**src/hdl/abpg_pkg.sv**
```systemverilog
// Shared types, command codes and constants for the alarm beep pattern generator.
package abpg_pkg;

    // Default values of the top level parameters
    localparam int SINE_ADDR_BITS_DEF = 10;
    localparam int PHASE_BITS_DEF     = 16;
    localparam int SAMPLE_RATE_DEF    = 16000;

    // Timing constants behind the register defaults
    localparam int TONE_MS       = 170;
    localparam int GAP_MS        = 130;
    localparam int BEEPS_DEFAULT = 3;
    localparam int CYCLE_MS      = 2000;
    localparam int BEEP_HZ       = 880;
    localparam int EDGE_MS       = 12;
    localparam int MS_PER_S      = 1000;

    // Full-scale envelope in Q1.16
    localparam logic [16:0] ENV_ONE = 17'd65536;

    // Odd polynomial for a quarter sine wave, Q16 coefficients
    localparam logic [17:0] POLY_A = 18'd102944;
    localparam logic [16:0] POLY_B = 17'd42334;
    localparam logic [12:0] POLY_C = 13'd5223;

    // Largest output magnitude
    localparam logic [14:0] MAG_MAX = 15'h7fff;

    // Shared radix-4 multiplier geometry
    localparam int MUL_A_W    = 31;
    localparam int MUL_B_W    = 18;
    localparam int MUL_DIGITS = MUL_B_W / 2;
    localparam int DIGIT_W    = $clog2(MUL_DIGITS);

    // Configuration port
    localparam int CFG_INDEX_W = 3;
    localparam int CFG_DATA_W  = 17;

    localparam logic [CFG_INDEX_W-1:0] CFG_TONE_LEN   = 3'd0;
    localparam logic [CFG_INDEX_W-1:0] CFG_GAP_LEN    = 3'd1;
    localparam logic [CFG_INDEX_W-1:0] CFG_EDGE_LEN   = 3'd2;
    localparam logic [CFG_INDEX_W-1:0] CFG_ENV_STEP   = 3'd3;
    localparam logic [CFG_INDEX_W-1:0] CFG_CYCLE_LEN  = 3'd4;
    localparam logic [CFG_INDEX_W-1:0] CFG_BEEP_COUNT = 3'd5;
    localparam logic [CFG_INDEX_W-1:0] CFG_PHASE_STEP = 3'd6;

    // Command codes of an input request
    localparam logic [1:0] CMD_TICK  = 2'd0;
    localparam logic [1:0] CMD_START = 2'd1;
    localparam logic [1:0] CMD_STOP  = 2'd2;

    typedef struct packed {
        logic [1:0]          cmd;
        logic signed [15:0]  amplitude;
    } in_item_t;

    typedef struct packed {
        logic signed [15:0]  sample;
        logic                cycle_last;
    } out_item_t;

    typedef enum logic [2:0] {
        ST_IDLE,
        ST_PREP,
        ST_ENV,
        ST_LOAD,
        ST_MUL,
        ST_DONE
    } state_t;

    // Products computed in turn by the shared multiplier
    typedef enum logic [2:0] {
        OP_ENV,
        OP_SQUARE,
        OP_TERM_C,
        OP_TERM_B,
        OP_TERM_A,
        OP_AMP,
        OP_SCALE
    } op_t;

endpackage

```
**src/hdl/alarm_beep_pattern_generator.sv**
```systemverilog
// Alarm beep pattern generator: pattern sequencer, envelope and serial sine datapath.
// A tick inside a tone passes the prepare and envelope states and seven load and multiply
// steps before its result enters the output register; one outside a tone skips the multiplies.
// Start and stop requests give no result. No new request is taken until the sample is in
// the output register; the shared radix-4 multiplier runs seven products of nine digits.
// Reset: aresetn is synchronous and active low; playback stops, positions clear and the
// configuration registers take their defaults derived from SAMPLE_RATE.
module alarm_beep_pattern_generator #(
    parameter int SINE_ADDR_BITS = abpg_pkg::SINE_ADDR_BITS_DEF,
    parameter int PHASE_BITS     = abpg_pkg::PHASE_BITS_DEF,
    parameter int SAMPLE_RATE    = abpg_pkg::SAMPLE_RATE_DEF
) (
    input  logic                                 aclk,
    input  logic                                 aresetn,
    input  logic                                 s_valid,
    output logic                                 s_ready,
    input  abpg_pkg::in_item_t                   s_item,
    output logic                                 m_valid,
    input  logic                                 m_ready,
    output abpg_pkg::out_item_t                  m_item,
    input  logic                                 cfg_valid,
    output logic                                 cfg_ready,
    input  logic [abpg_pkg::CFG_INDEX_W-1:0]     cfg_index,
    input  logic [abpg_pkg::CFG_DATA_W-1:0]      cfg_data
);
    import abpg_pkg::*;

    // Register defaults follow the sample rate
    localparam int    TONE_RST   = SAMPLE_RATE * TONE_MS / MS_PER_S;
    localparam int    GAP_RST    = SAMPLE_RATE * GAP_MS / MS_PER_S;
    localparam int    EDGE_RST   = (SAMPLE_RATE * EDGE_MS / MS_PER_S) % 32768;
    localparam int    ENV_RST    = (EDGE_RST != 0) ? (65536 / EDGE_RST) % 131072 : 65536;
    localparam int    CYCLE_RST  = SAMPLE_RATE * CYCLE_MS / MS_PER_S;
    localparam longint PSTEP_RST = (longint'(BEEP_HZ) << PHASE_BITS) / SAMPLE_RATE;
    localparam int    SUM_W      = ((PHASE_BITS > 15) ? PHASE_BITS : 15) + 1;
    localparam int    X_SHIFT    = 18 - SINE_ADDR_BITS;
    localparam logic [DIGIT_W-1:0] DIGIT_LAST = DIGIT_W'(MUL_DIGITS - 1);

    // Configuration registers
    logic [15:0] tone_len_reg;
    logic [15:0] gap_len_reg;
    logic [14:0] edge_len_reg;
    logic [16:0] env_step_reg;
    logic [16:0] cycle_len_reg;
    logic [3:0]  beep_count_reg;
    logic [14:0] phase_step_reg;

    // Playback state
    logic                   playing_reg;
    logic signed [15:0]     peak_amp_reg;
    logic [16:0]            cycle_pos_reg;
    logic [16:0]            unit_pos_reg;
    logic [3:0]             beep_idx_reg;
    logic [PHASE_BITS-1:0]  phase_reg;

    // Per-sample operands
    logic        active_reg;
    logic        last_reg;
    logic [15:0] i_reg;
    logic [15:0] edge_reg;
    logic [16:0] x_reg;
    logic [1:0]  quad_reg;
    logic [15:0] m_reg;
    logic        env_full_reg;
    logic [15:0] ma_reg;
    logic        neg_reg;
    logic [16:0] t2_reg;
    logic [16:0] env_reg;

    // Shared multiplier
    logic [MUL_A_W-1:0]   a_reg;
    logic [MUL_A_W+1:0]   a3_reg;
    logic [MUL_B_W-1:0]   b_reg;
    logic [MUL_A_W-1:0]   hi_reg;
    logic [MUL_B_W-1:0]   lo_reg;
    logic [DIGIT_W-1:0]   digit_cnt_reg;
    op_t                  op_reg;
    op_t                  op_next;

    // Control
    state_t    state_reg;
    state_t    state_next;
    logic      m_valid_reg;
    out_item_t m_item_reg;
    logic      out_load;

    // Combinational helpers
    logic                              in_accept;
    logic [16:0]                       clen;
    logic [17:0]                       cyc_inc;
    logic                              last_now;
    logic                              beep_on;
    logic [17:0]                       unit_inc;
    logic [17:0]                       unit_bound;
    logic [SUM_W-1:0]                  phase_sum;
    logic [SINE_ADDR_BITS-1:0]         sine_addr;
    logic [16:0]                       x_raw;
    logic [15:0]                       half_tone;
    logic [15:0]                       rel_point;
    logic [MUL_A_W+MUL_B_W-1:0]        prod;
    logic [16:0]                       env_val;
    logic [16:0]                       t2_val;
    logic [15:0]                       inner_val;
    logic [16:0]                       outer_val;
    logic [14:0]                       ms_val;
    logic [29:0]                       msma_val;
    logic [14:0]                       mag_val;
    logic signed [15:0]                sample_val;
    logic [MUL_A_W-1:0]                a_load;
    logic [MUL_B_W-1:0]                b_load;
    logic [MUL_A_W+1:0]                addend;
    logic [MUL_A_W+1:0]                mul_sum;

    assign cfg_ready = 1'b1;
    assign m_valid   = m_valid_reg;
    assign m_item    = m_item_reg;
    assign in_accept = s_valid && s_ready;

    // Configuration writes
    always_ff @(posedge aclk) begin
        if (!aresetn) begin
            tone_len_reg   <= 16'(TONE_RST);
            gap_len_reg    <= 16'(GAP_RST);
            edge_len_reg   <= 15'(EDGE_RST);
            env_step_reg   <= 17'(ENV_RST);
            cycle_len_reg  <= 17'(CYCLE_RST);
            beep_count_reg <= 4'(BEEPS_DEFAULT);
            phase_step_reg <= 15'(PSTEP_RST);
        end else if (cfg_valid) begin
            unique case (cfg_index)
                CFG_TONE_LEN:   tone_len_reg   <= cfg_data[15:0];
                CFG_GAP_LEN:    gap_len_reg    <= cfg_data[15:0];
                CFG_EDGE_LEN:   edge_len_reg   <= cfg_data[14:0];
                CFG_ENV_STEP:   env_step_reg   <= cfg_data;
                CFG_CYCLE_LEN:  cycle_len_reg  <= cfg_data;
                CFG_BEEP_COUNT: beep_count_reg <= cfg_data[3:0];
                CFG_PHASE_STEP: phase_step_reg <= cfg_data[14:0];
                default: ;
            endcase
        end
    end

    // Pattern position arithmetic for the current tick
    always_comb begin
        clen       = (cycle_len_reg == 17'd0) ? 17'd1 : cycle_len_reg;
        cyc_inc    = 18'(cycle_pos_reg) + 18'd1;
        last_now   = (cyc_inc >= 18'(clen));
        beep_on    = (beep_idx_reg < beep_count_reg);
        unit_inc   = 18'(unit_pos_reg) + 18'd1;
        unit_bound = 18'(tone_len_reg) + 18'(gap_len_reg);
        phase_sum  = SUM_W'(phase_reg) + SUM_W'(phase_step_reg);
        sine_addr  = phase_reg[PHASE_BITS-1 -: SINE_ADDR_BITS];
        x_raw      = 17'(sine_addr[SINE_ADDR_BITS-3:0]) << X_SHIFT;
        half_tone  = {1'b0, tone_len_reg[15:1]};
        rel_point  = tone_len_reg - edge_reg;
    end

    // Values taken from the finished product, one per multiply step
    always_comb begin
        prod      = {hi_reg, lo_reg};
        if (env_full_reg || (|prod[48:17]) || (prod[16] && (|prod[15:0]))) begin
            env_val = ENV_ONE;
        end else begin
            env_val = prod[16:0];
        end
        t2_val    = prod[32:16];
        inner_val = 16'(POLY_B - 17'(prod[31:16]));
        outer_val = 17'(POLY_A - 18'(prod[31:16]));
        ms_val    = (|prod[33:32]) ? MAG_MAX : prod[31:17];
        msma_val  = prod[29:0];
        mag_val   = (|prod[48:46]) ? MAG_MAX : prod[45:31];
        if (!active_reg) begin
            sample_val = 16'sd0;
        end else if (neg_reg) begin
            sample_val = 16'(16'd0 - {1'b0, mag_val});
        end else begin
            sample_val = 16'({1'b0, mag_val});
        end
    end

    // Operand selection for the next multiply
    always_comb begin
        unique case (op_reg)
            OP_ENV: begin
                a_load = MUL_A_W'(env_step_reg);
                b_load = MUL_B_W'(m_reg);
            end
            OP_SQUARE: begin
                a_load = MUL_A_W'(x_reg);
                b_load = MUL_B_W'(x_reg);
            end
            OP_TERM_C: begin
                a_load = MUL_A_W'(POLY_C);
                b_load = MUL_B_W'(t2_val);
            end
            OP_TERM_B: begin
                a_load = MUL_A_W'(inner_val);
                b_load = MUL_B_W'(t2_reg);
            end
            OP_TERM_A: begin
                a_load = MUL_A_W'(outer_val);
                b_load = MUL_B_W'(x_reg);
            end
            OP_AMP: begin
                a_load = MUL_A_W'(ms_val);
                b_load = MUL_B_W'(ma_reg);
            end
            OP_SCALE: begin
                a_load = MUL_A_W'(msma_val);
                b_load = MUL_B_W'(env_reg);
            end
            default: begin
                a_load = '0;
                b_load = '0;
            end
        endcase
    end

    // Step order of the multiply sequence
    always_comb begin
        unique case (op_reg)
            OP_ENV:    op_next = OP_SQUARE;
            OP_SQUARE: op_next = OP_TERM_C;
            OP_TERM_C: op_next = OP_TERM_B;
            OP_TERM_B: op_next = OP_TERM_A;
            OP_TERM_A: op_next = OP_AMP;
            OP_AMP:    op_next = OP_SCALE;
            default:   op_next = OP_ENV;
        endcase
    end

    // One radix-4 digit of the multiplier per cycle
    always_comb begin
        unique case (b_reg[1:0])
            2'd0:    addend = '0;
            2'd1:    addend = (MUL_A_W+2)'(a_reg);
            2'd2:    addend = (MUL_A_W+2)'({a_reg, 1'b0});
            default: addend = a3_reg;
        endcase
        mul_sum = (MUL_A_W+2)'(hi_reg) + addend;
    end

    // State register
    always_ff @(posedge aclk) begin
        if (!aresetn) begin
            state_reg <= ST_IDLE;
        end else begin
            state_reg <= state_next;
        end
    end

    // Next state and handshake outputs
    always_comb begin
        state_next = state_reg;
        s_ready    = 1'b0;
        out_load   = 1'b0;
        unique case (state_reg)
            ST_IDLE: begin
                s_ready = 1'b1;
                if (s_valid && (s_item.cmd == CMD_TICK) && playing_reg) begin
                    state_next = ST_PREP;
                end
            end
            ST_PREP: state_next = ST_ENV;
            ST_ENV:  state_next = active_reg ? ST_LOAD : ST_DONE;
            ST_LOAD: state_next = ST_MUL;
            ST_MUL: begin
                if (digit_cnt_reg == DIGIT_LAST) begin
                    state_next = (op_reg == OP_SCALE) ? ST_DONE : ST_LOAD;
                end
            end
            ST_DONE: begin
                if (!m_valid_reg || m_ready) begin
                    out_load   = 1'b1;
                    state_next = ST_IDLE;
                end
            end
            default: state_next = ST_IDLE;
        endcase
    end

    // Playback state: commands, then the position update of each tick
    always_ff @(posedge aclk) begin
        if (!aresetn) begin
            playing_reg   <= 1'b0;
            peak_amp_reg  <= '0;
            cycle_pos_reg <= '0;
            unit_pos_reg  <= '0;
            beep_idx_reg  <= '0;
            phase_reg     <= '0;
        end else if (in_accept && (s_item.cmd == CMD_START)) begin
            if (!playing_reg) begin
                playing_reg   <= 1'b1;
                cycle_pos_reg <= '0;
                unit_pos_reg  <= '0;
                beep_idx_reg  <= '0;
                phase_reg     <= '0;
            end
            peak_amp_reg <= s_item.amplitude;
        end else if (in_accept && (s_item.cmd == CMD_STOP)) begin
            playing_reg <= 1'b0;
        end else if (state_reg == ST_PREP) begin
            if (last_now) begin
                cycle_pos_reg <= '0;
                unit_pos_reg  <= '0;
                beep_idx_reg  <= '0;
                phase_reg     <= '0;
            end else begin
                cycle_pos_reg <= cyc_inc[16:0];
                if (beep_on) begin
                    if (unit_inc >= unit_bound) begin
                        unit_pos_reg <= '0;
                        beep_idx_reg <= beep_idx_reg + 4'd1;
                        phase_reg    <= '0;
                    end else begin
                        unit_pos_reg <= unit_inc[16:0];
                        phase_reg    <= phase_sum[PHASE_BITS-1:0];
                    end
                end
            end
        end
    end

    // Sample operands and the serial multiplier
    always_ff @(posedge aclk) begin
        unique case (state_reg)
            ST_PREP: begin
                // Capture the sample's position before the state moves on
                active_reg <= beep_on && (unit_pos_reg < 17'(tone_len_reg));
                last_reg   <= last_now;
                i_reg      <= unit_pos_reg[15:0];
                edge_reg   <= (16'(edge_len_reg) > half_tone) ? half_tone : 16'(edge_len_reg);
                quad_reg   <= sine_addr[SINE_ADDR_BITS-1 -: 2];
                x_reg      <= sine_addr[SINE_ADDR_BITS-2] ? ENV_ONE - x_raw : x_raw;
            end
            ST_ENV: begin
                // Attack ramp, release ramp or full level
                if (i_reg < edge_reg) begin
                    m_reg        <= i_reg;
                    env_full_reg <= 1'b0;
                end else if (i_reg > rel_point) begin
                    m_reg        <= tone_len_reg - i_reg;
                    env_full_reg <= 1'b0;
                end else begin
                    m_reg        <= '0;
                    env_full_reg <= 1'b1;
                end
                ma_reg  <= peak_amp_reg[15] ? 16'd0 - peak_amp_reg : peak_amp_reg;
                neg_reg <= quad_reg[1] ^ peak_amp_reg[15];
                op_reg  <= OP_ENV;
            end
            ST_LOAD: begin
                if (op_reg == OP_SQUARE) begin
                    env_reg <= env_val;
                end
                if (op_reg == OP_TERM_C) begin
                    t2_reg <= t2_val;
                end
                a_reg         <= a_load;
                a3_reg        <= (MUL_A_W+2)'(a_load) + (MUL_A_W+2)'({a_load, 1'b0});
                b_reg         <= b_load;
                hi_reg        <= '0;
                lo_reg        <= '0;
                digit_cnt_reg <= '0;
            end
            ST_MUL: begin
                hi_reg        <= mul_sum[MUL_A_W+1:2];
                lo_reg        <= {mul_sum[1:0], lo_reg[MUL_B_W-1:2]};
                b_reg         <= {2'b00, b_reg[MUL_B_W-1:2]};
                digit_cnt_reg <= digit_cnt_reg + DIGIT_W'(1);
                if (digit_cnt_reg == DIGIT_LAST) begin
                    op_reg <= op_next;
                end
            end
            default: ;
        endcase
    end

    // Output register decouples the result from the next request
    always_ff @(posedge aclk) begin
        if (!aresetn) begin
            m_valid_reg <= 1'b0;
        end else if (out_load) begin
            m_valid_reg <= 1'b1;
        end else if (m_ready) begin
            m_valid_reg <= 1'b0;
        end
    end

    always_ff @(posedge aclk) begin
        if (out_load) begin
            m_item_reg.sample     <= sample_val;
            m_item_reg.cycle_last <= last_reg;
        end
    end

endmodule

```
**config.mk**
```make
export PLATFORM = sky130hd
export DESIGN_NAME = alarm_beep_pattern_generator
export DESIGN_NICKNAME = d
export VERILOG_FILES = /design/src/hdl/abpg_pkg.sv /design/src/hdl/alarm_beep_pattern_generator.sv
export SDC_FILE = /design/constraint.sdc
export NUM_CORES = 1
export LEC_CHECK = 0
export BUFFER_PORTS_ARGS = -buffer_cell sky130_fd_sc_hd__buf_2
export CAP_MARGIN = 15
export CORE_MARGIN = 2
export CORE_UTILIZATION = 40
export DETAILED_ROUTE_END_ITERATION = 8
export PLACE_DENSITY = 0.65
export SYNTH_ARGS = -nofsm -noshare
export SYNTH_HDL_FRONTEND = slang
export SYNTH_SLANG_ARGS = --single-unit
```
**constraint.sdc**
```tcl
create_clock -name aclk -period 8.05 [get_ports aclk]
set_clock_uncertainty 0.2 [all_clocks]
set_input_delay 0 -clock aclk [delete_from_list [all_inputs] [get_ports aclk]]
set_output_delay 0 -clock aclk [all_outputs]
set_load 0.005 [all_outputs]
```
==> results.ini <==
[cts]
cts_buffers = 50
clkSlewWorstSetupHoldPaths_ps = 60
clock_latency_ps = 620
cts_buffer_depth = 3
htreeDepth = 2
cts_resized = 0
cts_tree = built
root_buffer = clkbuf_16
cts_setup_buffers = 0
clock_sinks = 437

[grt]
overflow = 0
grt_start_max_net_pins = 77
antenna_found_initial = 1
grt_pass1_wl_um = 121000
grt_pass1_vias = 21200
grt_usage_pct = 21.8

[status]
outcome = complete, no violations

[worst_setup_path]
path_class = reg2reg
cp.required_ps = 8370
cpMaxStageDelayCell = dfxtp_1
cp_cell_sequence = ha_1 > a21o_1 > a21oi_1 > o21bai_1 > a21oi_1 > o21bai_1 > a21oi_1 > nor2b_1 > o21a_1 > o41ai_1 > o21bai_1 > a21oi_1 > xor2_1 > ha_1 > a2111o_1 > a211oi_1 > o21ai_0 > a21oi_1 > o21ai_2 > nor3_4 > buf_4 > a21oi_1 > a311oi_1
worst_path_largest_cell_delay_ps = 650
path_max_fanout = 38
end_kind = flop
cp-start-kind = flop
cp_common_cell = a21oi_1
arrival_ps = 6530

[sta]
layout_setup_ws_ps = 1840
drv_slew = 0
finalHoldViolCount = 0
tightestPinTransition_ps = 1120
setup_viol = 0
timing.fmax_mhz = 161
final.setup.tns_ps = 0
fin_crit_ps = 6210
fin_crit_sh_pct = 77.2
rsz0062_at_grt = false
relSlewSlack_pct = 25.4

[synth]
synth_top_area_share_pct = 28.8
avgSynthCellArea_um2 = 9.37
yosysMostFrequentCell = nand2_1
synthTopCellsByArea = edfxtp_1 29%, dfxtp_1 13%, ha_1 10%
synthArstFlopShare_pct = 0
synth_nets = 3190
syn_inst = 2914
ys_ff_latch = 437
seq_area_frac_synth_pct = 41.6
syn_area_um2 = 27300
yosys_warnings = 0
synth_edf_count = 262
synth_top_cell_by_area = edfxtp_1
yosys-top-cells-count = 361 x nand2_1, 262 x edfxtp_1, 251 x a21oi_1
ys_types = 89
ys.flop_type = edfxtp_1

[floorplanning]
ios = 63
core_area_um2 = 67400
die_h_um = 265
num_rows = 95
dieArea_um2 = 70400
start_util_pct = 40.5
die_x_um = 265

[placed_design]
port_buffers = 61
gp_congestion = 0.956
dp_hpwl_um = 54700
post-place-ws_ps = 1760
postPlaceCellArea_um2 = 28400

[finish]
layout-drive-gt1-share_pct = 8.66
syn2layout_area_growth_pct = 13.5
finalInstanceArea_um2 = 31000
fin_util_pct = 46.0
antenna_cells = 0
nNetsFinal = 3286

[drt]
drc = 0
wl_per_cell_um = 19.4
vias_per_cell = 5.65
first_pass_iters = 6
drtIter0Drc = 2091
wl_um = 76300
detail-route-antenna-nets = 0
vias = 22200

[power]
ir_drop_uv = 160
power.density_nw_per_um2 = 161
leakage_uw = 0.0125

[hold_path]
hold_class = in2reg

[job]
cap_violations = 0

-- layer usage --
metal	track usage, %	wire, µm	up-vias
met5	0	0	-
met4	6.93	2260	0
met3	2.98	4850	139
met2	34.8	34100	675
met1	30.4	35100	10600
li1	-	-	10800
-- cell families after synthesis --
logic type	count (synthesis)	synth area share [%]
and+or+nand+nor	930	15.9
AOI/OAI and AO/OA	780	19.0
DFF	437	41.6
buffers and inverters	288	4.16
adders and majority gates	233	10.8
xor gates and xnor gates	165	5.29
muxes	80	3.16
other	1	0.0137
-- path summary, 6_finish.rpt --
kind	start	endpoint	slack [ps]	cells after the start
worst max-delay path	tone_len_reg[1]	unit_pos_reg[5]	1840	23
worst min-delay path	m_ready	m_valid	110	4
worst max register to register	tone_len_reg[1]	unit_pos_reg[5]	1840	23
worst min register to register	last_reg	m_item[0]	220	0
-- power breakdown --
part | switching (µW) | internal, µW
clock | 958 | 1350
combinational | 171 | 124
sequential | 21.4 | 2370
-- layout by cell type, fill, tap and decap left out, types with 10 or more instances in the layout --
master         instances
nand2_1              360
edfxtp_1             262
a21oi_1              251
ha_1                 227
nor2_1               206
dfxtp_1              175
inv_1                138
o21ai_0              110
xnor2_1              105
dlygate4sd3_1         90
a21o_1                70
nand3_1               61
buf_2                 61
xor2_1                60
clkbuf_16             51
mux2_2                49
and2_1                46
and3_1                44
nor2b_1               41
nand2b_1              39
a22o_1                39
a22oi_1               38
buf_4                 35
nor3_1                31
mux2i_1               30
or3_1                 28
o31ai_1               24
a211oi_1              23
a31oi_1               23
o21a_1                22
o21bai_1              20
nand4_1               19
o211ai_1              19
nor4_1                18
a221oi_1              16
a311oi_1              15
clkbuf_1              12
a21boi_0              10
o22ai_1               10
-- cell type report --
class / count / area (µm²)
clock buffers: 69 / 1400
clock inverters: 23 / 258
fillers: 6292 / 36400
inverters: 144 / 543
multi-input cells: 2189 / 14800
flip-flops and latches: 437 / 11400
well taps: 873 / 1090
repair buffers: 188 / 1500
-- worst max-delay path, delay by kind of cell, from the launching register on --
kind	cells	cell delay, ps
adders and majority gates	2	590
buffers and inverters	1	390
xor gates and xnor gates	1	170
and+or+nand+nor	2	210
AOI/OAI and AO/OA	17	3890
DFF	1	650
-- metrics by stage --
step	hold WS [ps]	std cells	power, µW
floorplan	-76.0	2914	2620
global placement	45.4	3739	2700
detailed placement	54.0	3739	2710
CTS	79.2	3921	5030
global route	112	3923	5160
finish	107	3923	5000
-- repair_timing --
action | CTS | global route
hold endpoints to repair | 143 | 0
hold buffers | 90 | 0
setup endpoints to repair | 0 | 0
Note: power is estimated with default switching activity, not from simulation.
